### src/hdl/lscc_pkg.sv
// Shared types and constants for the largest strongly connected component block.
// Used by lscc_store, lscc_unit, lscc_ctrl and the top level; no dependencies.
`default_nettype none

package lscc_pkg;

    localparam int MAX_VERTICES = 32;
    localparam int VTX_W        = $clog2(MAX_VERTICES);
    localparam int CNT_W        = $clog2(MAX_VERTICES + 1);
    localparam int CFG_W        = 6;
    localparam int IN_DATA_W    = ((2 * VTX_W + 7) / 8) * 8;
    localparam int OUT_DATA_W   = ((VTX_W + 1 + 7) / 8) * 8;

    localparam logic [CFG_W-1:0] VERTEX_COUNT_RESET = CFG_W'(MAX_VERTICES);

    typedef logic [MAX_VERTICES-1:0] mask_t;
    typedef logic [VTX_W-1:0]        vtx_t;
    typedef logic [CNT_W-1:0]        cnt_t;

    typedef enum logic [8:0] {
        ST_IDLE     = 9'b000000001,
        ST_CL_START = 9'b000000010,
        ST_CL_SCAN  = 9'b000000100,
        ST_CL_UPD   = 9'b000001000,
        ST_CS_LOAD  = 9'b000010000,
        ST_CS_SCAN  = 9'b000100000,
        ST_CS_CMP   = 9'b001000000,
        ST_OUT      = 9'b010000000,
        ST_SPARE    = 9'b100000000
    } state_t;

    // sequencer -> datapath
    typedef struct packed {
        logic  best_clear;
        logic  cl_start;
        logic  cl_scan;
        logic  cl_upd;
        logic  cs_load;
        logic  cs_scan;
        logic  cs_cmp;
        vtx_t  u;
        vtx_t  v;
        mask_t lim;
    } ctrl_t;

    // datapath -> sequencer
    typedef struct packed {
        logic frontier_empty;
    } status_t;

endpackage

`default_nettype wire

### src/hdl/largest_strongly_connected_component.sv
// Largest strongly connected component. Edge beats are taken one per cycle
// into a 32x32 adjacency bit matrix. After the beat with tlast, the block is
// busy: for each vertex v in use (n of them) it grows a reachable set with a
// single OR-accumulate unit that reads one adjacency row per cycle, in rounds
// until a round finds no new vertex; then it scans the reach rows to find the
// largest mutually reachable set (ties to the lowest vertex), and sends n
// result beats, one per cycle when m_axis_tready is high. The user must write
// vertex_count (0 reads as 1, above 32 as 32) only while the block is idle;
// the block itself does not enforce it.
// Depends on lscc_pkg, lscc_store, lscc_unit and lscc_ctrl.
`default_nettype none

module largest_strongly_connected_component (
    input  wire                                  clk,
    input  wire                                  rst_n,
    input  wire                                  cfg_wr_en,
    input  wire  [lscc_pkg::CFG_W-1:0]           cfg_wr_data,   // vertex_count
    input  wire                                  s_axis_tvalid,
    output logic                                 s_axis_tready,
    input  wire  [lscc_pkg::IN_DATA_W-1:0]       s_axis_tdata,  // source_vertex, target_vertex
    input  wire                                  s_axis_tuser,  // edge_valid
    input  wire                                  s_axis_tlast,  // last_edge
    output logic                                 m_axis_tvalid,
    input  wire                                  m_axis_tready,
    output logic [lscc_pkg::OUT_DATA_W-1:0]      m_axis_tdata,  // vertex_index, in_largest
    output logic                                 m_axis_tlast   // last_vertex
);
    import lscc_pkg::*;

    ctrl_t   ctrl;
    status_t status;
    mask_t   adj_row;
    mask_t   reach_row;
    mask_t   reach_wdata;
    mask_t   best_set;
    vtx_t    edge_src;
    vtx_t    edge_dst;
    vtx_t    rd_addr;
    vtx_t    out_vertex;
    logic    edge_we;
    logic    adj_clear;
    logic    reach_we;

    assign edge_src = s_axis_tdata[VTX_W-1:0];
    assign edge_dst = s_axis_tdata[2*VTX_W-1:VTX_W];
    assign edge_we  = s_axis_tvalid && s_axis_tready && s_axis_tuser;

    // search loads the v row once, every other step reads the u row
    assign rd_addr = ctrl.cs_load ? ctrl.v : ctrl.u;

    lscc_ctrl u_ctrl (
        .clk         (clk),
        .rst_n       (rst_n),
        .cfg_wr_en   (cfg_wr_en),
        .cfg_wr_data (cfg_wr_data),
        .in_valid    (s_axis_tvalid),
        .in_last     (s_axis_tlast),
        .in_ready    (s_axis_tready),
        .out_valid   (m_axis_tvalid),
        .out_ready   (m_axis_tready),
        .out_last    (m_axis_tlast),
        .out_vertex  (out_vertex),
        .status      (status),
        .ctrl        (ctrl),
        .adj_clear   (adj_clear),
        .reach_we    (reach_we)
    );

    lscc_store u_store (
        .clk         (clk),
        .rst_n       (rst_n),
        .edge_we     (edge_we),
        .edge_src    (edge_src),
        .edge_dst    (edge_dst),
        .adj_clear   (adj_clear),
        .rd_addr     (rd_addr),
        .reach_we    (reach_we),
        .reach_addr  (ctrl.v),
        .reach_wdata (reach_wdata),
        .adj_row     (adj_row),
        .reach_row   (reach_row)
    );

    lscc_unit u_unit (
        .clk         (clk),
        .rst_n       (rst_n),
        .ctrl        (ctrl),
        .adj_row     (adj_row),
        .reach_row   (reach_row),
        .status      (status),
        .reach_wdata (reach_wdata),
        .best_set    (best_set)
    );

    assign m_axis_tdata = {{(OUT_DATA_W - VTX_W - 1){1'b0}}, best_set[out_vertex], out_vertex};

endmodule

`default_nettype wire

### src/hdl/lscc_store.sv
// Adjacency bit matrix and reachability rows, one row read per cycle.
// Depends on lscc_pkg.
`default_nettype none

module lscc_store (
    input  wire                   clk,
    input  wire                   rst_n,
    input  wire                   edge_we,
    input  wire  lscc_pkg::vtx_t  edge_src,
    input  wire  lscc_pkg::vtx_t  edge_dst,
    input  wire                   adj_clear,
    input  wire  lscc_pkg::vtx_t  rd_addr,
    input  wire                   reach_we,
    input  wire  lscc_pkg::vtx_t  reach_addr,
    input  wire  lscc_pkg::mask_t reach_wdata,
    output logic [lscc_pkg::MAX_VERTICES-1:0] adj_row,
    output logic [lscc_pkg::MAX_VERTICES-1:0] reach_row
);
    import lscc_pkg::*;

    mask_t adj_reg   [MAX_VERTICES];
    mask_t reach_reg [MAX_VERTICES];

    always_ff @(posedge clk or negedge rst_n)
    begin
        if (!rst_n)
        begin
            for (int i = 0; i < MAX_VERTICES; i++)
            begin
                adj_reg[i] <= '0;
            end
        end
        else if (adj_clear)
        begin
            for (int i = 0; i < MAX_VERTICES; i++)
            begin
                adj_reg[i] <= '0;
            end
        end
        else if (edge_we)
        begin
            adj_reg[edge_src][edge_dst] <= 1'b1;
        end
    end

    // rows are written before they are read, no reset needed
    always_ff @(posedge clk)
    begin
        if (reach_we)
        begin
            reach_reg[reach_addr] <= reach_wdata;
        end
    end

    assign adj_row   = adj_reg[rd_addr];
    assign reach_row = reach_reg[rd_addr];

endmodule

`default_nettype wire

### src/hdl/lscc_unit.sv
// Shared mask unit: frontier OR-accumulate for the closure, and the
// mutual-reach scan with running size and best-set compare. Depends on lscc_pkg.
`default_nettype none

module lscc_unit (
    input  wire                     clk,
    input  wire                     rst_n,
    input  wire  lscc_pkg::ctrl_t   ctrl,
    input  wire  lscc_pkg::mask_t   adj_row,
    input  wire  lscc_pkg::mask_t   reach_row,
    output lscc_pkg::status_t       status,
    output logic [lscc_pkg::MAX_VERTICES-1:0] reach_wdata,
    output logic [lscc_pkg::MAX_VERTICES-1:0] best_set
);
    import lscc_pkg::*;

    mask_t visited_reg,  visited_next;
    mask_t frontier_reg, frontier_next;
    mask_t acc_reg,      acc_next;
    mask_t rowv_reg,     rowv_next;
    mask_t set_reg,      set_next;
    cnt_t  size_reg,     size_next;
    mask_t best_set_reg, best_set_next;
    cnt_t  best_size_reg, best_size_next;
    mask_t fresh;
    mask_t v_bit;

    assign fresh = acc_reg & ~visited_reg;
    assign v_bit = mask_t'(1) << ctrl.v;

    always_comb
    begin
        visited_next   = visited_reg;
        frontier_next  = frontier_reg;
        acc_next       = acc_reg;
        rowv_next      = rowv_reg;
        set_next       = set_reg;
        size_next      = size_reg;
        best_set_next  = best_set_reg;
        best_size_next = best_size_reg;

        if (ctrl.best_clear)
        begin
            best_set_next  = '0;
            best_size_next = '0;
        end
        if (ctrl.cl_start)
        begin
            visited_next  = v_bit;
            frontier_next = v_bit;
            acc_next      = '0;
        end
        if (ctrl.cl_scan && frontier_reg[ctrl.u])
        begin
            acc_next = acc_reg | (adj_row & ctrl.lim);
        end
        if (ctrl.cl_upd)
        begin
            frontier_next = fresh;
            visited_next  = visited_reg | fresh;
            acc_next      = '0;
        end
        if (ctrl.cs_load)
        begin
            rowv_next = reach_row;
            set_next  = '0;
            size_next = '0;
        end
        // u in the set when v reaches u and u reaches v
        if (ctrl.cs_scan && rowv_reg[ctrl.u] && reach_row[ctrl.v])
        begin
            set_next[ctrl.u] = 1'b1;
            size_next        = size_reg + cnt_t'(1);
        end
        // strict compare keeps the lowest vertex on ties
        if (ctrl.cs_cmp && (size_reg > best_size_reg))
        begin
            best_set_next  = set_reg;
            best_size_next = size_reg;
        end
    end

    always_ff @(posedge clk or negedge rst_n)
    begin
        if (!rst_n)
        begin
            visited_reg   <= '0;
            frontier_reg  <= '0;
            acc_reg       <= '0;
            rowv_reg      <= '0;
            set_reg       <= '0;
            size_reg      <= '0;
            best_set_reg  <= '0;
            best_size_reg <= '0;
        end
        else
        begin
            visited_reg   <= visited_next;
            frontier_reg  <= frontier_next;
            acc_reg       <= acc_next;
            rowv_reg      <= rowv_next;
            set_reg       <= set_next;
            size_reg      <= size_next;
            best_set_reg  <= best_set_next;
            best_size_reg <= best_size_next;
        end
    end

    assign status.frontier_empty = (fresh == '0);
    assign reach_wdata           = visited_reg;
    assign best_set              = best_set_reg;

endmodule

`default_nettype wire

### src/hdl/lscc_ctrl.sv
// Sequencer: edge load, per-vertex closure rounds, component search and
// result beats; also holds the vertex count register. Depends on lscc_pkg.
`default_nettype none

module lscc_ctrl (
    input  wire                    clk,
    input  wire                    rst_n,
    input  wire                    cfg_wr_en,
    input  wire  [lscc_pkg::CFG_W-1:0] cfg_wr_data,
    input  wire                    in_valid,
    input  wire                    in_last,
    output logic                   in_ready,
    output logic                   out_valid,
    input  wire                    out_ready,
    output logic                   out_last,
    output lscc_pkg::vtx_t         out_vertex,
    input  wire  lscc_pkg::status_t status,
    output lscc_pkg::ctrl_t        ctrl,
    output logic                   adj_clear,
    output logic                   reach_we
);
    import lscc_pkg::*;

    state_t            state_reg, state_next;
    vtx_t              u_reg, u_next;
    vtx_t              v_reg, v_next;
    cnt_t              n_reg, n_next;
    mask_t             lim_reg, lim_next;
    logic [CFG_W-1:0]  vcount_reg;
    cnt_t              n_clamp;
    cnt_t              n_minus;
    vtx_t              last_idx;
    logic              u_at_end;
    logic              v_at_end;
    logic              in_beat;
    logic              best_clear;

    always_ff @(posedge clk or negedge rst_n)
    begin
        if (!rst_n)
        begin
            vcount_reg <= VERTEX_COUNT_RESET;
        end
        else if (cfg_wr_en)
        begin
            vcount_reg <= cfg_wr_data;
        end
    end

    always_comb
    begin
        if (vcount_reg == '0)
        begin
            n_clamp = cnt_t'(1);
        end
        else if (vcount_reg > CFG_W'(MAX_VERTICES))
        begin
            n_clamp = cnt_t'(MAX_VERTICES);
        end
        else
        begin
            n_clamp = cnt_t'(vcount_reg);
        end
    end

    assign n_minus  = n_reg - cnt_t'(1);
    assign last_idx = n_minus[VTX_W-1:0];
    assign u_at_end = (u_reg == last_idx);
    assign v_at_end = (v_reg == last_idx);
    assign in_beat  = in_valid && in_ready;

    always_comb
    begin
        state_next = state_reg;
        u_next     = u_reg;
        v_next     = v_reg;
        n_next     = n_reg;
        lim_next   = lim_reg;
        adj_clear  = 1'b0;
        reach_we   = 1'b0;
        best_clear = 1'b0;

        case (state_reg)
            ST_IDLE:
            begin
                if (in_beat && in_last)
                begin
                    n_next = n_clamp;
                    for (int i = 0; i < MAX_VERTICES; i++)
                    begin
                        lim_next[i] = (cnt_t'(i) < n_clamp);
                    end
                    v_next     = '0;
                    best_clear = 1'b1;
                    state_next = ST_CL_START;
                end
            end
            ST_CL_START:
            begin
                u_next     = '0;
                state_next = ST_CL_SCAN;
            end
            ST_CL_SCAN:
            begin
                if (u_at_end)
                begin
                    state_next = ST_CL_UPD;
                end
                else
                begin
                    u_next = u_reg + vtx_t'(1);
                end
            end
            ST_CL_UPD:
            begin
                u_next = '0;
                if (status.frontier_empty)
                begin
                    reach_we = 1'b1;
                    if (v_at_end)
                    begin
                        v_next     = '0;
                        state_next = ST_CS_LOAD;
                    end
                    else
                    begin
                        v_next     = v_reg + vtx_t'(1);
                        state_next = ST_CL_START;
                    end
                end
                else
                begin
                    state_next = ST_CL_SCAN;
                end
            end
            ST_CS_LOAD:
            begin
                u_next     = '0;
                state_next = ST_CS_SCAN;
            end
            ST_CS_SCAN:
            begin
                if (u_at_end)
                begin
                    state_next = ST_CS_CMP;
                end
                else
                begin
                    u_next = u_reg + vtx_t'(1);
                end
            end
            ST_CS_CMP:
            begin
                if (v_at_end)
                begin
                    v_next     = '0;
                    state_next = ST_OUT;
                end
                else
                begin
                    v_next     = v_reg + vtx_t'(1);
                    state_next = ST_CS_LOAD;
                end
            end
            ST_OUT:
            begin
                if (out_ready)
                begin
                    if (v_at_end)
                    begin
                        adj_clear  = 1'b1;
                        state_next = ST_IDLE;
                    end
                    else
                    begin
                        v_next = v_reg + vtx_t'(1);
                    end
                end
            end
            default:
            begin
                state_next = ST_IDLE;
            end
        endcase
    end

    always_ff @(posedge clk or negedge rst_n)
    begin
        if (!rst_n)
        begin
            state_reg <= ST_IDLE;
            u_reg     <= '0;
            v_reg     <= '0;
            n_reg     <= cnt_t'(1);
            lim_reg   <= '0;
        end
        else
        begin
            state_reg <= state_next;
            u_reg     <= u_next;
            v_reg     <= v_next;
            n_reg     <= n_next;
            lim_reg   <= lim_next;
        end
    end

    assign in_ready   = (state_reg == ST_IDLE);
    assign out_valid  = (state_reg == ST_OUT);
    assign out_last   = v_at_end;
    assign out_vertex = v_reg;

    assign ctrl.best_clear = best_clear;
    assign ctrl.cl_start   = (state_reg == ST_CL_START);
    assign ctrl.cl_scan    = (state_reg == ST_CL_SCAN);
    assign ctrl.cl_upd     = (state_reg == ST_CL_UPD);
    assign ctrl.cs_load    = (state_reg == ST_CS_LOAD);
    assign ctrl.cs_scan    = (state_reg == ST_CS_SCAN);
    assign ctrl.cs_cmp     = (state_reg == ST_CS_CMP);
    assign ctrl.u          = u_reg;
    assign ctrl.v          = v_reg;
    assign ctrl.lim        = lim_reg;

    a_no_overlap: assert property (@(posedge clk) disable iff (!rst_n)
        !(in_ready && out_valid))
        else $error("input and output sides active together");

    a_scan_in_range: assert property (@(posedge clk) disable iff (!rst_n)
        (ctrl.cl_scan || ctrl.cs_scan) |-> (cnt_t'(u_reg) < n_reg))
        else $error("scan index beyond vertex count");

    a_vertex_in_range: assert property (@(posedge clk) disable iff (!rst_n)
        !in_ready |-> (cnt_t'(v_reg) < n_reg))
        else $error("vertex index beyond vertex count");

    a_back_to_idle: assert property (@(posedge clk) disable iff (!rst_n)
        (out_valid && out_ready && out_last) |=> in_ready)
        else $error("not idle after final result beat");

    a_closure_store: assert property (@(posedge clk) disable iff (!rst_n)
        reach_we |-> ctrl.cl_upd && status.frontier_empty)
        else $error("reach row written outside closure end");

endmodule

`default_nettype wire

### config.mk
export PLATFORM = sky130hd
export DESIGN_NAME = largest_strongly_connected_component
export DESIGN_NICKNAME = d
export VERILOG_FILES = /design/src/hdl/lscc_pkg.sv /design/src/hdl/largest_strongly_connected_component.sv /design/src/hdl/lscc_store.sv /design/src/hdl/lscc_unit.sv /design/src/hdl/lscc_ctrl.sv
export SDC_FILE = /design/constraint.sdc
export NUM_CORES = 2
export LEC_CHECK = 0
export ABC_CLOCK_PERIOD_IN_PS = 5300
export BUFFER_PORTS_ARGS = -buffer_cell sky130_fd_sc_hd__clkbuf_2
export CAP_MARGIN = 20
export CORE_UTILIZATION = 39
export CTS_BUF_LIST = sky130_fd_sc_hd__clkbuf_8 sky130_fd_sc_hd__clkbuf_16
export CTS_CLUSTER_DIAMETER = 200
export DETAILED_ROUTE_END_ITERATION = 7
export PLACE_DENSITY = 0.56
export SLEW_MARGIN = 20
export SYNTH_ARGS = -nofsm -noshare
export SYNTH_HDL_FRONTEND = slang
export SYNTH_HIERARCHICAL = 1
export SYNTH_SLANG_ARGS = --single-unit
### constraint.sdc
create_clock -name clk -period 5.3 [get_ports clk]
set_input_delay 0.265 -clock clk [delete_from_list [all_inputs] [get_ports clk]]
set_output_delay 0.265 -clock clk [all_outputs]
set_load 0.03 [all_outputs]
==> impl_metrics.tcl <==
set metrics [dict create \
    status "complete, no violations" \
    synthMuxAreaShare 0.133 \
    final.period_utilization 0.981 \
    cp.required_ns 6.03 \
    avgSynthCellArea_um2 13.6 \
    synthSimpleGateAreaFrac 0.0805 \
    grt_overflow 0 \
    clkTransAtPathRegs_ns 0.06 \
    hpwlAfterDp_um 173000 \
    first_pass_iters 6 \
    synth_compound_area_frac 0.0971 \
    drt-total-wl_um 293000 \
    cts.sinks 2313 \
    ys_async_sr_fraction 0.557 \
    worst_slew_pin_slew_ns 1.20 \
    synth-edff-count 1024 \
    ys_warn_count 6 \
    antenna_found_initial 10 \
    synthAdderAreaFrac 0.00131 \
    hold_ws_ns 0.0562 \
    die_area_um2 247000 \
    r2r_cells 19 \
    initialDrtViolationCount 6766 \
    crit_slowest_cell "mux4_2" \
    reg2reg_from "u_ctrl/state_reg[1]" \
    power.density_nw_per_um2 376 \
    hold_viol 0 \
    die_y_um 497 \
    grt_pass1_wl_um 429000 \
    synth_xor_area_frac 0.00166 \
    drive_above_1_share 0.199 \
    crit_fanout 33 \
    peakVddDrop_uv 317 \
    ys_seq_area_frac 0.659 \
    start_util 0.393 \
    cp_cell_sequence "nor4_4 > nand4b_1 > inv_4 > mux2_2 > buf_12 > nor2b_1 > buf_4 > nand2b_1 > buf_4 > o221ai_1 > nor3_1 > buf_4 > mux4_2 > mux4_2 > o22ai_2 > a31oi_2 > nand3_2 > buf_12 > mux2_1" \
    fin_setup_tns_ns 0 \
    reg2reg_to "u_unit/size_reg[1]" \
    ant_nets 0 \
    cpPeakStageDelay_ns 0.54 \
    max_freq_mhz 192 \
    routedWlPerCell_um 27.9 \
    numCtsBuffers 230 \
    cts_tree "done" \
    rows 181 \
    fin_skew_ns 0.0539 \
    crit_top_cell "buf_4" \
    synth_top_family_by_area "multiplexers" \
    max-slew-margin-rel 0.197 \
    setup_viol_count_final 0 \
    crit_type "flip-flop to flip-flop" \
    p_leak_uw 0.0435 \
    area_growth_syn_to_layout_pct 14.7 \
    final.fill_count 21500 \
    gp_congestion 0.818 \
    cts-root-buf "clkbuf_16" \
    syn-cell-area_um2 95600 \
    vias_per_cell 5.91 \
    cp-end-kind "flip-flop" \
    rrSetupSlack_ns 0.10 \
    rsz0062_at_grt "no" \
    insertion_delay_ns 0.88 \
    coreArea_um2 243000 \
    slew_violations 0 \
    vias 62200 \
    io_pins 40 \
    cp.arrival_ns 5.93 \
    die-width_um 497 \
    ys_seq_elements 2313 \
    drc 0 \
    period_needed_ns 5.20 \
    numPortBuffers 31 \
    grt_usage 0.235 \
    min_path_type "primary input to async pin" \
    htree_levels 4 \
    clockBufferDepth 3 \
    netlist_instances 7050 \
    maxCapViolations 0 \
    setup.worst_path.start_class "flip-flop" \
    ys_types 82 \
    grt_max_degree 154 \
    synth-main-ff-cell "dfrtp_1" \
    fin_nets 7163 \
    grt_pass1_vias 61200 \
]
[cell usage after synthesis, types with 19 or more instances]
library cell / n / area [um^2]
nor3b_1: 35 / 263
nor2_2: 21 / 131
buf_2: 139 / 696
o31ai_1: 20 / 150
o21ai_0: 103 / 515
nand2b_1: 66 / 413
clkbuf_1: 394 / 1480
mux2_2: 59 / 664
nand3_1: 36 / 180
nand2_1: 132 / 495
a21oi_1: 1145 / 5730
edfxtp_1: 1024 / 30700
and2_1: 35 / 219
nor4_1: 59 / 369
a22oi_1: 19 / 143
o22ai_1: 259 / 1620
nor3_1: 25 / 125
nor2b_1: 51 / 319
mux2i_1: 103 / 1030
dfrtp_1: 1286 / 32200
mux4_2: 486 / 10900
buf_1: 33 / 124
nor2_1: 1198 / 4500
a2bb2oi_1: 31 / 272
inv_1: 39 / 146
[per-layer routing]
layer / part of all wire / global-route usage / vias to the layer above
li1: - / - / 26300
met1: 0.41 / 0.323 / 32900
met2: 0.48 / 0.385 / 2503
met3: 0.072 / 0.0380 / 530
met4: 0.032 / 0.0706 / 8
met5: 0.00016 / 0 / -
[cells in the final DEF, fill, tap and decap left out, drive strengths merged, types with 7 or more instances in the layout]
| cell | synthesis | final |
|---|---|---|
| a211oi | 7 | 7 |
| a21oi | 1145 | 1145 |
| a22oi | 19 | 19 |
| a2bb2oi | 31 | 31 |
| a31oi | 17 | 17 |
| and2 | 38 | 38 |
| and3 | 9 | 9 |
| buf | 194 | 382 |
| bufinv | 0 | 15 |
| clkbuf | 396 | 295 |
| clkinv | 0 | 93 |
| dfrtp | 1286 | 1286 |
| dlygate4sd3 | 0 | 18 |
| edfxtp | 1024 | 1024 |
| ha | 10 | 10 |
| inv | 40 | 97 |
| mux2 | 60 | 61 |
| mux2i | 103 | 103 |
| mux4 | 488 | 488 |
| nand2 | 132 | 132 |
| nand2b | 66 | 66 |
| nand3 | 37 | 37 |
| nand3b | 18 | 18 |
| nand4 | 15 | 15 |
| nor2 | 1219 | 1219 |
| nor2b | 51 | 51 |
| nor3 | 25 | 25 |
| nor3b | 35 | 35 |
| nor4 | 61 | 61 |
| o21ai | 106 | 106 |
| o221a | 9 | 9 |
| o22ai | 259 | 259 |
| o31ai | 20 | 20 |
| o32ai | 18 | 18 |
| or3 | 11 | 11 |
| or3b | 13 | 13 |
| xor2 | 7 | 7 |
[stage by stage]
| step | util | area (um^2) | worst slack [ns] | power (uW) | instances |
|---|---|---|---|---|---|
| floorplan | - | 95700 | 0.555 | 23000 | 7051 |
| global placement | 0.417 | 102000 | -0.147 | 25200 | 10100 |
| detailed placement | 0.418 | 102000 | -0.269 | 25300 | 10100 |
| CTS | 0.450 | 110000 | 0.0676 | 41600 | 10500 |
| global route | 0.451 | 110000 | 0.0156 | 42700 | 10500 |
| finish | 0.451 | 110000 | 0.102 | 41300 | 10500 |
[cell families (layout without fill, tap and decap cells)]
family          count (synthesis)  in the layout
compound gates               1680           1680
xor+xnor                       15             15
fa+ha+maj                      10             10
buf+inv                       630            902
flops                        2313           2313
mux                           651            652
other cells                     1              6
simple gates                 1750           1750
[final cells by class]
type | count | area (um^2) | area share
clock inverter | 167 | 1370 | 0.0125
antenna | 4 | 10.0 | 0.0000912
timing repair buffer | 430 | 4200 | 0.0382
tap | 3202 | 4010 | 0.0365
sequential | 2313 | 63000 | 0.574
clock buffer | 265 | 6240 | 0.0568
multi-input combinational | 4109 | 30700 | 0.280
inverter | 40 | 153 | 0.00139
[worst max-delay path by stage]
stage | startpoint | endpoint | slack [ns] | depth (start not counted)
finish | u_ctrl/state_reg[1] | u_unit/size_reg[1] | 0.10 | 19
global route | u_ctrl/state_reg[1] | u_unit/size_reg[0] | 0.02 | 20
CTS | u_ctrl/state_reg[2] | u_unit/size_reg[1] | 0.07 | 19
detailed placement | u_ctrl/state_reg[2] | u_unit/set_reg[23] | -0.27 | 19
global placement | u_ctrl/state_reg[2] | u_unit/set_reg[3] | -0.15 | 19
floorplan | u_ctrl/state_reg[3] | u_unit/size_reg[1] | 0.55 | 18
[where the power goes]
group | total, uW | switching (uW) | internal, uW | leakage (uW)
registers | 19300 | 279 | 19000 | 0.0267
logic | 5740 | 3440 | 2300 | 0.0128
clock network | 16300 | 7140 | 9130 | 0.00397
[worst max-delay path, delay by kind of cell, from the launching register on]
family	cells	cell delay [ns]
AO/OA/AOI/OAI	3	0.70
buffers and inverters	6	1.05
flip-flops	1	0.42
multiplexers	4	1.74
AND/OR/NAND/NOR	6	1.15
[repair_timing]
action,4_1_cts,5_1_grt
gates resized for setup,14,1
setup endpoints to repair,38,37
hold buffers,18,0
setup buffers,1,3
pin swaps,1,2
endpoints found under the hold margin,143,0
gates cloned,1,0
(Power assumes the default switching activity.)
